## src/sv/tkhs_pkg.sv

```systemverilog
// ---------------------------------------------------------------------------
// tkhs_pkg: shared types and constants of the top-k hit selector
// Word layouts, entry type, ranking function and scan control.
// ---------------------------------------------------------------------------
package tkhs_pkg;

    localparam int MAX_KEEP_DEF = 32;
    localparam logic [5:0] KEEP_LIMIT_RST = 6'd20;

    localparam logic CMD_OFFER = 1'b0;
    localparam logic CMD_DRAIN = 1'b1;

    typedef struct packed {
        logic        cmd;
        logic [31:0] hit_score;
        logic [1:0]  hit_kind;
        logic [31:0] hit_ordinal;
    } t_hit_in;

    typedef struct packed {
        logic        out_valid;
        logic [31:0] out_score;
        logic [1:0]  out_kind;
        logic [31:0] out_ordinal;
        logic [31:0] prune_threshold;
        logic [5:0]  kept_count;
        logic        last_item;
    } t_result;

    typedef struct packed {
        logic [31:0] score;
        logic [1:0]  kind;
        logic [31:0] ordinal;
    } t_entry;

    typedef enum logic {
        SCAN_WORST = 1'b0,
        SCAN_BEST  = 1'b1
    } t_scan_mode;

    typedef struct packed {
        logic       start;
        logic       vld;
        logic       skip;
        t_scan_mode mode;
    } t_scan_ctl;

    // true if a ranks strictly ahead of b: higher score, lower kind, lower ordinal
    function automatic logic rank_better(t_entry a, t_entry b);
        logic res;
        if (a.score != b.score) begin
            res = (a.score > b.score);
        end else if (a.kind != b.kind) begin
            res = (a.kind < b.kind);
        end else begin
            res = (a.ordinal < b.ordinal);
        end
        return res;
    endfunction

endpackage

```

## src/sv/tkhs_ram.sv

```systemverilog
// ---------------------------------------------------------------------------
// tkhs_ram: entry store of the hit selector
// One write port, one read port with registered read data.
// ---------------------------------------------------------------------------
module tkhs_ram #(
    parameter int MAX_KEEP = tkhs_pkg::MAX_KEEP_DEF,
    localparam int IW      = (MAX_KEEP > 1) ? $clog2(MAX_KEEP) : 1
) (
    input  logic                    i_clk,
    input  logic                    i_wr_en,
    input  logic [IW-1:0]           i_wr_addr,
    input  tkhs_pkg::t_entry        i_wr_data,
    input  logic                    i_rd_en,
    input  logic [IW-1:0]           i_rd_addr,
    output tkhs_pkg::t_entry        o_rd_data
);
    tkhs_pkg::t_entry r_mem [MAX_KEEP];
    tkhs_pkg::t_entry r_rd_data;

    always_ff @(posedge i_clk) begin
        if (i_wr_en) begin
            r_mem[i_wr_addr] <= i_wr_data;
        end
    end

    always_ff @(posedge i_clk) begin
        if (i_rd_en) begin
            r_rd_data <= r_mem[i_rd_addr];
        end
    end

    assign o_rd_data = r_rd_data;

endmodule

```

## src/sv/tkhs_scan.sv

```systemverilog
// ---------------------------------------------------------------------------
// tkhs_scan: shared rank compare unit
// Track the worst or best entry of a stream, plus the two lowest scores.
// ---------------------------------------------------------------------------
module tkhs_scan #(
    parameter int MAX_KEEP = tkhs_pkg::MAX_KEEP_DEF,
    localparam int IW      = (MAX_KEEP > 1) ? $clog2(MAX_KEEP) : 1
) (
    input  logic                i_clk,
    input  logic                i_rst_n,
    input  tkhs_pkg::t_scan_ctl i_ctl,
    input  tkhs_pkg::t_entry    i_entry,
    input  logic [IW-1:0]       i_idx,
    output tkhs_pkg::t_entry    o_pick,
    output logic [IW-1:0]       o_pick_idx,
    output logic [31:0]         o_min2
);
    logic             r_found;
    tkhs_pkg::t_entry r_pick;
    logic [IW-1:0]    r_pick_idx;
    logic [31:0]      r_m1;
    logic [31:0]      r_m2;

    logic take;
    logic ahead;
    logic load;

    always_comb begin
        take = i_ctl.vld && !i_ctl.skip;
        if (i_ctl.mode == tkhs_pkg::SCAN_WORST) begin
            ahead = tkhs_pkg::rank_better(r_pick, i_entry);
        end else begin
            ahead = tkhs_pkg::rank_better(i_entry, r_pick);
        end
        load = take && (!r_found || ahead);
    end

    always_ff @(posedge i_clk) begin
        if (!i_rst_n) begin
            r_found <= 1'b0;
        end else if (i_ctl.start) begin
            r_found <= 1'b0;
        end else if (take) begin
            r_found <= 1'b1;
        end
    end

    // pick and running lowest scores
    always_ff @(posedge i_clk) begin
        if (i_ctl.start) begin
            r_m1 <= '1;
            r_m2 <= '1;
        end else if (take) begin
            if (i_entry.score < r_m1) begin
                r_m2 <= r_m1;
                r_m1 <= i_entry.score;
            end else if (i_entry.score < r_m2) begin
                r_m2 <= i_entry.score;
            end
        end
        if (load) begin
            r_pick     <= i_entry;
            r_pick_idx <= i_idx;
        end
    end

    assign o_pick     = r_pick;
    assign o_pick_idx = r_pick_idx;
    assign o_min2     = r_m2;

endmodule

```

## src/sv/top_k_hit_selector.sv

```systemverilog
// ---------------------------------------------------------------------------
// top_k_hit_selector: keeps the best scored hits of a search
// Offer appends or replaces the worst hit; drain emits hits in rank order.
// ---------------------------------------------------------------------------
// Usage:
//  - Input words (i_in_valid / o_in_stall) carry a command and one hit. An
//    offer gives exactly one output word with the pruning threshold and
//    the count; a drain gives one word per held hit, best first, with
//    last_item on the final one (one empty word if nothing is held).
//  - keep_limit is written on the cfg channel (always ready) while idle.
//  - One word is processed at a time; o_in_stall is high until it is done.
//  - Offer below the limit appends. Offer when full: one pass of the shared
//    compare unit over the held entries through the single RAM read port.
//  - Drain of n hits: n passes of the same unit.
//  - Output words sit in one register; a stall on i_out_stall holds the
//    word and pauses the sequencer at its next emit, nothing is dropped.
//  - Reset empties the buffer and sets keep_limit to 20; the entry RAM is
//    not cleared since entries above the count are never read.
// ---------------------------------------------------------------------------
module top_k_hit_selector #(
    parameter int MAX_KEEP = tkhs_pkg::MAX_KEEP_DEF
) (
    input  logic              i_clk,
    input  logic              i_rst_n,
    input  logic              i_in_valid,
    output logic              o_in_stall,
    input  tkhs_pkg::t_hit_in i_in_data,
    output logic              o_out_valid,
    input  logic              i_out_stall,
    output tkhs_pkg::t_result o_out_data,
    input  logic              i_cfg_valid,
    output logic              o_cfg_ready,
    input  logic [5:0]        i_cfg_data
);
    localparam int IW = (MAX_KEEP > 1) ? $clog2(MAX_KEEP) : 1;
    localparam int CW = $clog2(MAX_KEEP + 1);

    typedef enum logic [5:0] {
        ST_IDLE   = 6'b000001,
        ST_APPEND = 6'b000010,
        ST_SCAN   = 6'b000100,
        ST_REPL   = 6'b001000,
        ST_EMIT   = 6'b010000,
        ST_DEMIT  = 6'b100000
    } t_state;

    t_state            r_state, n_state;
    logic [5:0]        r_keep;
    logic [CW-1:0]     r_held, n_held;
    logic [31:0]       r_min, n_min;
    tkhs_pkg::t_hit_in r_hit;
    logic [CW-1:0]     r_issue, n_issue;
    logic              r_tag_vld;
    logic [IW-1:0]     r_tag_idx;
    logic [MAX_KEEP-1:0] r_taken, n_taken;
    logic [CW-1:0]     r_pass, n_pass;
    tkhs_pkg::t_result r_out, n_out;
    logic              r_out_vld;

    logic                lim_over;
    logic [CW-1:0]       eff_lim;
    logic                accept;
    logic                slot_free;
    logic                out_load;
    logic                rd_en;
    logic                scan_done;
    logic                wr_en;
    logic [IW-1:0]       wr_addr;
    tkhs_pkg::t_entry    wr_data;
    tkhs_pkg::t_entry    new_hit;
    tkhs_pkg::t_entry    rd_data;
    tkhs_pkg::t_entry    pick;
    logic [IW-1:0]       pick_idx;
    logic [31:0]         min2;
    tkhs_pkg::t_scan_ctl scan_ctl;

    // clamp the limit: zero acts as one, above depth acts as the depth
    always_comb begin
        lim_over = ({1'b0, r_keep} > 7'(MAX_KEEP));
        if (r_keep == 6'd0) begin
            eff_lim = CW'(1);
        end else if (lim_over) begin
            eff_lim = CW'(MAX_KEEP);
        end else begin
            eff_lim = CW'(r_keep);
        end
    end

    assign o_cfg_ready = 1'b1;
    assign o_in_stall  = (r_state != ST_IDLE);
    assign accept      = i_in_valid && (r_state == ST_IDLE);
    assign slot_free   = !r_out_vld || !i_out_stall;

    assign new_hit = '{score: r_hit.hit_score, kind: r_hit.hit_kind,
                       ordinal: r_hit.hit_ordinal};

    // scan read stream: one RAM read per cycle, tagged in the cycle after
    assign rd_en     = (r_state == ST_SCAN) && (r_issue != r_held);
    assign scan_done = (r_state == ST_SCAN) && (r_issue == r_held) && !r_tag_vld;

    always_comb begin
        n_state  = r_state;
        n_held   = r_held;
        n_min    = r_min;
        n_issue  = r_issue;
        n_taken  = r_taken;
        n_pass   = r_pass;
        n_out    = r_out;
        out_load = 1'b0;
        wr_en    = 1'b0;
        wr_addr  = r_held[IW-1:0];
        wr_data  = new_hit;

        scan_ctl.start = 1'b0;
        scan_ctl.vld   = r_tag_vld;
        scan_ctl.skip  = (r_hit.cmd == tkhs_pkg::CMD_DRAIN) && r_taken[r_tag_idx];
        scan_ctl.mode  = (r_hit.cmd == tkhs_pkg::CMD_DRAIN) ? tkhs_pkg::SCAN_BEST
                                                           : tkhs_pkg::SCAN_WORST;
        if (rd_en) begin
            n_issue = r_issue + CW'(1);
        end

        unique case (r_state)
            ST_IDLE: begin
                if (accept) begin
                    if (i_in_data.cmd == tkhs_pkg::CMD_OFFER) begin
                        if (r_held < eff_lim) begin
                            n_state = ST_APPEND;
                        end else begin
                            scan_ctl.start = 1'b1;
                            n_issue        = '0;
                            n_state        = ST_SCAN;
                        end
                    end else if (r_held == '0) begin
                        n_state = ST_EMIT;
                    end else begin
                        scan_ctl.start = 1'b1;
                        n_issue        = '0;
                        n_taken        = '0;
                        n_pass         = '0;
                        n_state        = ST_SCAN;
                    end
                end
            end
            ST_APPEND: begin
                wr_en   = 1'b1;
                n_held  = r_held + CW'(1);
                n_min   = ((r_held == '0) || (new_hit.score < r_min)) ? new_hit.score : r_min;
                n_state = ST_EMIT;
            end
            ST_SCAN: begin
                if (scan_done) begin
                    n_state = (r_hit.cmd == tkhs_pkg::CMD_DRAIN) ? ST_DEMIT : ST_REPL;
                end
            end
            ST_REPL: begin
                // worst entry holds the lowest score; without it the next is min2
                if (tkhs_pkg::rank_better(new_hit, pick)) begin
                    wr_en   = 1'b1;
                    wr_addr = pick_idx;
                    n_min   = (new_hit.score < min2) ? new_hit.score : min2;
                end
                n_state = ST_EMIT;
            end
            ST_EMIT: begin
                if (slot_free) begin
                    out_load              = 1'b1;
                    n_out                 = '0;
                    n_out.last_item       = 1'b1;
                    if (r_hit.cmd == tkhs_pkg::CMD_OFFER) begin
                        n_out.kept_count      = 6'(r_held);
                        n_out.prune_threshold = (r_held >= eff_lim) ? r_min : 32'd0;
                    end
                    n_state = ST_IDLE;
                end
            end
            ST_DEMIT: begin
                if (slot_free) begin
                    out_load          = 1'b1;
                    n_out             = '0;
                    n_out.out_valid   = 1'b1;
                    n_out.out_score   = pick.score;
                    n_out.out_kind    = pick.kind;
                    n_out.out_ordinal = pick.ordinal;
                    n_out.last_item   = (r_pass == (r_held - CW'(1)));
                    n_taken[pick_idx] = 1'b1;
                    if (r_pass == (r_held - CW'(1))) begin
                        n_held  = '0;
                        n_state = ST_IDLE;
                    end else begin
                        scan_ctl.start = 1'b1;
                        n_issue        = '0;
                        n_pass         = r_pass + CW'(1);
                        n_state        = ST_SCAN;
                    end
                end
            end
            default: begin
                n_state = ST_IDLE;
            end
        endcase
    end

    // control state
    always_ff @(posedge i_clk) begin
        if (!i_rst_n) begin
            r_state   <= ST_IDLE;
            r_held    <= '0;
            r_keep    <= tkhs_pkg::KEEP_LIMIT_RST;
            r_out_vld <= 1'b0;
            r_tag_vld <= 1'b0;
            r_issue   <= '0;
            r_pass    <= '0;
            r_taken   <= '0;
        end else begin
            r_state   <= n_state;
            r_held    <= n_held;
            r_tag_vld <= rd_en;
            r_issue   <= n_issue;
            r_pass    <= n_pass;
            r_taken   <= n_taken;
            if (i_cfg_valid) begin
                r_keep <= i_cfg_data;
            end
            // hold the word while stalled, drop it once taken
            if (out_load) begin
                r_out_vld <= 1'b1;
            end else if (!i_out_stall) begin
                r_out_vld <= 1'b0;
            end
        end
    end

    // payload
    always_ff @(posedge i_clk) begin
        r_min     <= n_min;
        r_out     <= n_out;
        r_tag_idx <= r_issue[IW-1:0];
        if (accept) begin
            r_hit <= i_in_data;
        end
    end

    tkhs_ram #(
        .MAX_KEEP (MAX_KEEP)
    ) u_ram (
        .i_clk     (i_clk),
        .i_wr_en   (wr_en),
        .i_wr_addr (wr_addr),
        .i_wr_data (wr_data),
        .i_rd_en   (rd_en),
        .i_rd_addr (r_issue[IW-1:0]),
        .o_rd_data (rd_data)
    );

    tkhs_scan #(
        .MAX_KEEP (MAX_KEEP)
    ) u_scan (
        .i_clk      (i_clk),
        .i_rst_n    (i_rst_n),
        .i_ctl      (scan_ctl),
        .i_entry    (rd_data),
        .i_idx      (r_tag_idx),
        .o_pick     (pick),
        .o_pick_idx (pick_idx),
        .o_min2     (min2)
    );

    assign o_out_valid = r_out_vld;
    assign o_out_data  = r_out;

endmodule

```

## config.mk

```make
export PLATFORM = sky130hd
export DESIGN_NAME = top_k_hit_selector
export DESIGN_NICKNAME = d
export VERILOG_FILES = /design/src/sv/tkhs_pkg.sv /design/src/sv/tkhs_ram.sv /design/src/sv/tkhs_scan.sv /design/src/sv/top_k_hit_selector.sv
export SDC_FILE = /design/constraint.sdc
export NUM_CORES = 2
export LEC_CHECK = 0
export BUFFER_PORTS_ARGS = -buffer_cell sky130_fd_sc_hd__buf_2
export CORE_ASPECT_RATIO = 1.5
export CORE_MARGIN = 5
export CORE_UTILIZATION = 55
export CTS_BUF_LIST = sky130_fd_sc_hd__clkbuf_16
export CTS_CLUSTER_DIAMETER = 200
export DETAILED_ROUTE_END_ITERATION = 10
export PLACE_DENSITY_LB_ADDON = 0.05
export SYNTH_ARGS = -nofsm -noshare
export SYNTH_HDL_FRONTEND = slang
export SYNTH_HIERARCHICAL = 1
export SYNTH_SLANG_ARGS = --single-unit
export TNS_END_PERCENT = 50
```

## constraint.sdc

```tcl
create_clock -name i_clk -period 6.4 [get_ports i_clk]
set_input_delay 0.32 -clock i_clk [delete_from_list [all_inputs] [get_ports i_clk]]
set_output_delay 0.32 -clock i_clk [all_outputs]
set_load 0.1 [all_outputs]
```

* Word level (Yosys, flattened, before mapping)
Memory sizes are Yosys's and may differ from the RTL's. A register that Yosys moved wholly into a read port is not among the register bits.
Index checks and enable logic that the tools add are counted.
** Word-level totals
- Latch bits :: 0
- ROM bits :: 0
- Output and inout port bits :: 109
- Bits of input ports :: 78
- RAM bits :: 2112
- Memories kept :: 1
- Logic and storage cells :: 190
- Bits in registers :: 410
** Cells by class
- Equality and inequality tests :: 27
- Div/mod/pow operators :: 0
- Add/sub/neg operators :: 4
- $lt $le $gt $ge :: 19
- Muxes and demuxes :: 75
- Shift operators :: 0
- $mul :: 0
- Reductions and logical operators :: 34
- Bitwise operators :: 2
** Memory list
- u_ram.r_mem :: depth 32, bits a word 66, rd ports 1, clocked after memory_dff 1, write ports 1, RTL line tkhs_ram.sv:17 : tkhs_pkg::t_entry r_mem [MAX_KEEP];
** Operator list (count)
- 2-to-1 mux 32 bit :: 10
- less-than comparator 32 bit :: 7
- 2-to-1 mux 106 bit :: 2
- one-hot mux 106 bit (2 select lines) :: 1
- 2-to-1 mux 6 bit :: 22
- one-hot mux 32 bit (2 select lines) :: 2
- greater-than comparator 32 bit :: 3
- != test 32 bit :: 3
- 2-to-1 mux 38 bit :: 1
- one-hot mux 6 bit (2 select lines) :: 3
- OR 32 bit :: 1
- one-hot mux 6 bit (5 select lines) :: 1
- 2-to-1 mux 1 bit :: 24
- != test 2 bit, second input constant :: 10
- adder 6 x 1 -> 6 bit, second input constant :: 3
- 2-to-1 mux 5 bit :: 3
- == test 6 bit :: 2
- logical NOT 6 bit :: 2
- less-than comparator 5 x 6 -> 1 bit, second input constant :: 2
- nonzero test 2 bit :: 5
- AND reduction 3 bit :: 3
- logical AND 1 bit :: 8
- == test 6 x 1 -> 1 bit, second input constant :: 1
- == test 6 x 2 -> 1 bit, second input constant :: 1
- other kinds (26) :: 41

* Logic depth before layout (Yosys ltp)
- Depth in word-level cells :: 9
- Mapped depth :: 14
- Mapped depth without buffers :: 12

* By module
Netlist, hierarchy kept.
** Modules (own cells, without submodules)
- tkhs_ram :: area each 82112.5 sq um, sequential area each 65402.7 sq um, cells each 3197, instances 1
- top_k_hit_selector :: area each 13753.2 sq um, sequential area each 7537.2 sq um, cells each 1203, instances 1
- tkhs_scan :: area each 7970.1 sq um, sequential area each 3433.3 sq um, cells each 753, instances 1

* Least setup slack after synthesis
OpenSTA, ideal clock, no wires.
- Path type :: register to register
- Start point :: register r_hit (netlist bit new_hit[65])
- End point :: memory u_ram/r_mem[12][0] in the netlist's numbering (enable)
- Setup slack :: -0.262 ns
- Path buffers :: 1
- Library setup time :: 0.491 ns
- Required time :: 5.909 ns
- Clock period less this slack :: 6.662 ns
- Stages on the path, launching flop included :: 11
- Arrival time :: 6.172 ns
- Cells stage by stage :: edfxtp_1 -> ha_1 -> nand4_1 -> or4_1 -> nor2_1 -> nor4b_1 -> a311oi_4 -> mux2_2 -> or3b_2 -> clkbuf_1 -> nor2_1
** On the way
- Elaborated cells on any way between the ends :: 10
- Classes of those cells :: order compare (1); eq/ne (1); mux (8)
** RTL lines
- start: declaration :: RTL line top_k_hit_selector.sv:51 : tkhs_pkg::t_hit_in r_hit;
- start signal: assignment :: RTL line top_k_hit_selector.sv:240 : r_hit <= i_in_data;
- greater-than comparator 32 bit or != test 32 bit (tied branches) :: RTL line tkhs_pkg.sv:52, tkhs_pkg.sv:51
- 2-to-1 mux 1 bit (*) :: RTL line tkhs_pkg.sv:51 : if (a.score != b.score) begin
- 2-to-1 mux 1 bit (*) :: RTL line top_k_hit_selector.sv:123 : unique case (r_state)
- 2-to-1 mux 5 bit (*) :: RTL line top_k_hit_selector.sv:158 : if (tkhs_pkg::rank_better(new_hit, pick)) begin
- 2-to-1 mux 5 bit (*) :: RTL line top_k_hit_selector.sv:123
- named net wr_addr[1] :: RTL line top_k_hit_selector.sv:68 : logic [IW-1:0] wr_addr;
- end: declaration :: RTL line tkhs_ram.sv:17
The timed path passes the listed nets; every way through them passes the cells marked *. The select of a mux whose other input is x is not followed.

* Worst setup path after layout
- Start point :: register r_hit (netlist bit new_hit[50])
- End point :: memory u_ram/r_mem[6][23] in the netlist's numbering (enable)
Same word-level chain as after synthesis.

==> impl_results.md <==
* Setup Viol. Count Final at 0
* Initial antenna violation count at 24
* CP max FO at 36
* Share of layout cells above drive strength 1 at 28.05%
* Total via count in the routed design at 53610
* Fin Setup TNS at 0 ns
* Critical Path Start Type: flop
* Clock Tree Buf Depth at 4
* First-pass GRT wire length at approximately 400000 um
* Wire length on met2 at around 150000 um
* Boundary Pins at 187
* Vias in the first global route at 54540
* Worst VDD drop at 0.3207 mV
* Post-synthesis cell count at roughly 5200
* Final min period at 5.230 ns
* Grt total ovfl at 0
* Cell Pwr Density at approximately 290 mW/mm^2
* Slew HR at 13.72%
* TritonCTS clock tree: done
* Pleak at about 0.041 uW
* Syn avg cell area at 20.15 sq um
* Die H at 542.2 um
* # fillers at 12830
* Asr flop ratio synth at 0%
* Clk sink count at roughly 2600
* Top FF cell, synth: edfxtp_1
* Die area at 0.1978 sq mm
* Vias per inst at 6.336
* Kind of critical path: reg2reg
* Max Cap Violations at 0
* Later-pin clock latency in the skew report at between 0.8 and 0.9 ns
* Max Slew Vio Count at 0
* Hold Vio Cnt, Final at 0
* WL met1 at around 110000 um
* Post-synth cell types at 78
* RSZ-0062 raised after global routing: false
* Worst-path cell chain: buf_4, ha_1, nand4_1, or4_1, nor2_1, nor4b_1, a311oi_4, mux2_2, buf_4, nor2_1, nand2_1, nor2_4, buf_12
* Largest net degree at the start of global routing at 110
* Worst Tran Pin Value at 1.294 ns
* Post-synth EDFFs at 2454
* Reg-to-reg startpoint: new_hit[50]
* Sequential cell area fraction in the yosys report at between 70% and 80%
* I/O Buffers at roughly 190
* Most common cell after layout, fill and taps aside: edfxtp_1
* GP Congestion at 0.8511
* CP Data Arrival Time at 5.78 ns
* Status: complete, no violations
* Post-route DRC at 0
* Aggregate global-route resource usage at around 30%
* Hold path start: i_in_data[3]
* Routed wire length at ~290000 um
* H-tree depth at 4
* Setup crit end kind: flop
* Effective utilization at floorplan at a little under three fifths
* Wire per inst at around 34 um
* DP Area at 0.1113 sq mm
* Post-detail-place hpwl at 186400 um
* Max Used Layer: met5
* Commonest non-fill, non-tap cells in the layout: 2454 x edfxtp_1, 629 x mux4_2, 314 x inv_1, 265 x ha_1, 240 x clkbuf_16
* NumNets Final at 6123
* DR pass1 iterations at 5
* Die W at 364.8 um
* Flop2flop setup slack at 1.17 ns
* Fin worst setup slack at 1.170 ns
* Hold crit path type: in2reg
* Yosys reg bits at between 2000 and 3000
* Finished Core Util at 63.84%
* Routed Antenna Nets at 0
* CTS buffer count at 238
* Synthesized area at 0.1038 sq mm
* Design Area, Final at 0.1201 sq mm
* Pre-CTS setup slack at between 1 and 1.5 ns
* Iter 0 DRT Violations at 5011
* Met3 routed WL at 19820 um
* Synth Net Count at 5496
* Synth warn at 6
* Clock skew at 0.04953 ns
* Row count at 195
* Final Cycle Share at 81.73%
* Slowest CP cell: nor4b_1
* Achievable frequency at approximately 190 MHz
* Total core area at between 0.15 and 0.2 sq mm
* Reg clk slew, reported paths at 0.06 ns
* Clk root buf: clkbuf_16
* CP required at 6.95 ns
* PostCTS Resize Cnt at 0
* Critical path origin: new_hit[50]
* Slowest stage delay, CP at around 1.0 ns
* Area grow syn2layout at 15.66%
==> path summary, 6_finish.rpt <==
| check | to | depth (start not counted) |
|---|---|---|
| hold / removal | new_hit[3] | 2 |
| setup reg to reg | u_ram/r_mem[6][23] | 13 |
| hold reg to reg | u_scan/o_pick[10] | 0 |
| setup / recovery | u_ram/r_mem[6][23] | 13 |
==> stage by stage <==
| stage | hold WS [ns] | instances | total power, uW |
|---|---|---|---|
| after floorplan | 0.3953 | 5153 | 19990 |
| after global placement | 0.4373 | 7910 | 20680 |
| after detailed placement | 0.4481 | 7911 | 20710 |
| after CTS | 0.08190 | 8438 | 35080 |
| after global routing | 0.1189 | 8459 | 35870 |
| final | 0.1478 | 8461 | 34810 |
==> timing repair <==
action,CTS,global route
hold endpoints to repair,90,0
buffers inserted,0,0
hold buffers,91,0
setup endpoints to repair,0,0
==> report_power, final <==
part | leakage (uW) | internal [uW] | switching, uW | total [uW]
clock network | 0.00401 | 8240 | 6200 | 14400
registers | 0.0233 | 18900 | 66.4 | 19000
logic | 0.0134 | 304 | 1080 | 1390
total | 0.0408 | 27500 | 7340 | 34800
==> per-layer routing <==
| metal | track usage (%) | vias up |
|---|---|---|
| met5 | 0 | - |
| met4 | 10.99 | 10 |
| met2 | 49.74 | 2225 |
| met3 | 4.597 | 471 |
| met1 | 38.28 | 28560 |
| li1 | - | 22350 |
==> kinds of logic after synthesis <==
family | count (synthesis) | synth area share (%)
AO/OA/AOI/OAI | 411 | 2.774
XOR/XNOR | 22 | 0.1856
adder cells (fa/ha/maj) | 265 | 3.193
buffers and inverters | 497 | 2.065
flip-flops | 2588 | 73.55
multiplexers | 826 | 15.68
other | 1 | 0.003611
AND/OR/NAND/NOR | 543 | 2.550
==> final cells by class <==
class | count | area, sq um | share of cell area, %
Sequential cell | 2588 | 76390 | 63.61
Multi-Input combinational cell | 2068 | 25640 | 21.35
Timing Repair Buffer | 615 | 6043 | 5.032
Clock buffer | 240 | 6006 | 5.001
Tap cell | 2462 | 3080 | 2.565
Clock inverter | 196 | 1863 | 1.551
Inverter | 269 | 1013 | 0.8439
Antenna cell | 23 | 57.56 | 0.04792
==> flip-flops by register name, indices dropped and copies added (netlist names), 6 cells and up <==
name	count
u_ram/r_mem	2112
r_state	6
r_issue	6
u_ram/o_rd_data	66
r_held	6
r_min	32
u_scan/r_m1	32
u_scan/o_min2	32
new_hit	66
r_taken	32
r_keep	6
r_pass	6
u_scan/o_pick	66
o_out_data	106
==> synthesized netlist by cell type (all sizes together) (59+ instances only) <==
cell	n	area, sq um
mux4	629	14170
mux2	112	1261
edfxtp	2454	73690
buf	122	737.0
clkbuf	106	397.9
a21oi	126	641.9
nand2	75	281.5
nor2	227	852.1
inv	267	1002
ha	265	3316
dfxtp	134	2683
o21ai	59	299.0
mux2i	85	850.8
==> worst max-delay path: cells and delay by family, from the launching register on <==
| kind | cells | cell delay, ns |
|---|---|---|
| compound gates | 1 | 0.27 |
| fa+ha+maj | 1 | 0.33 |
| buf+inv | 3 | 0.89 |
| flops | 1 | 0.34 |
| mux | 1 | 0.39 |
| simple gates | 7 | 2.63 |
Power figures use the tool's default switching activity.
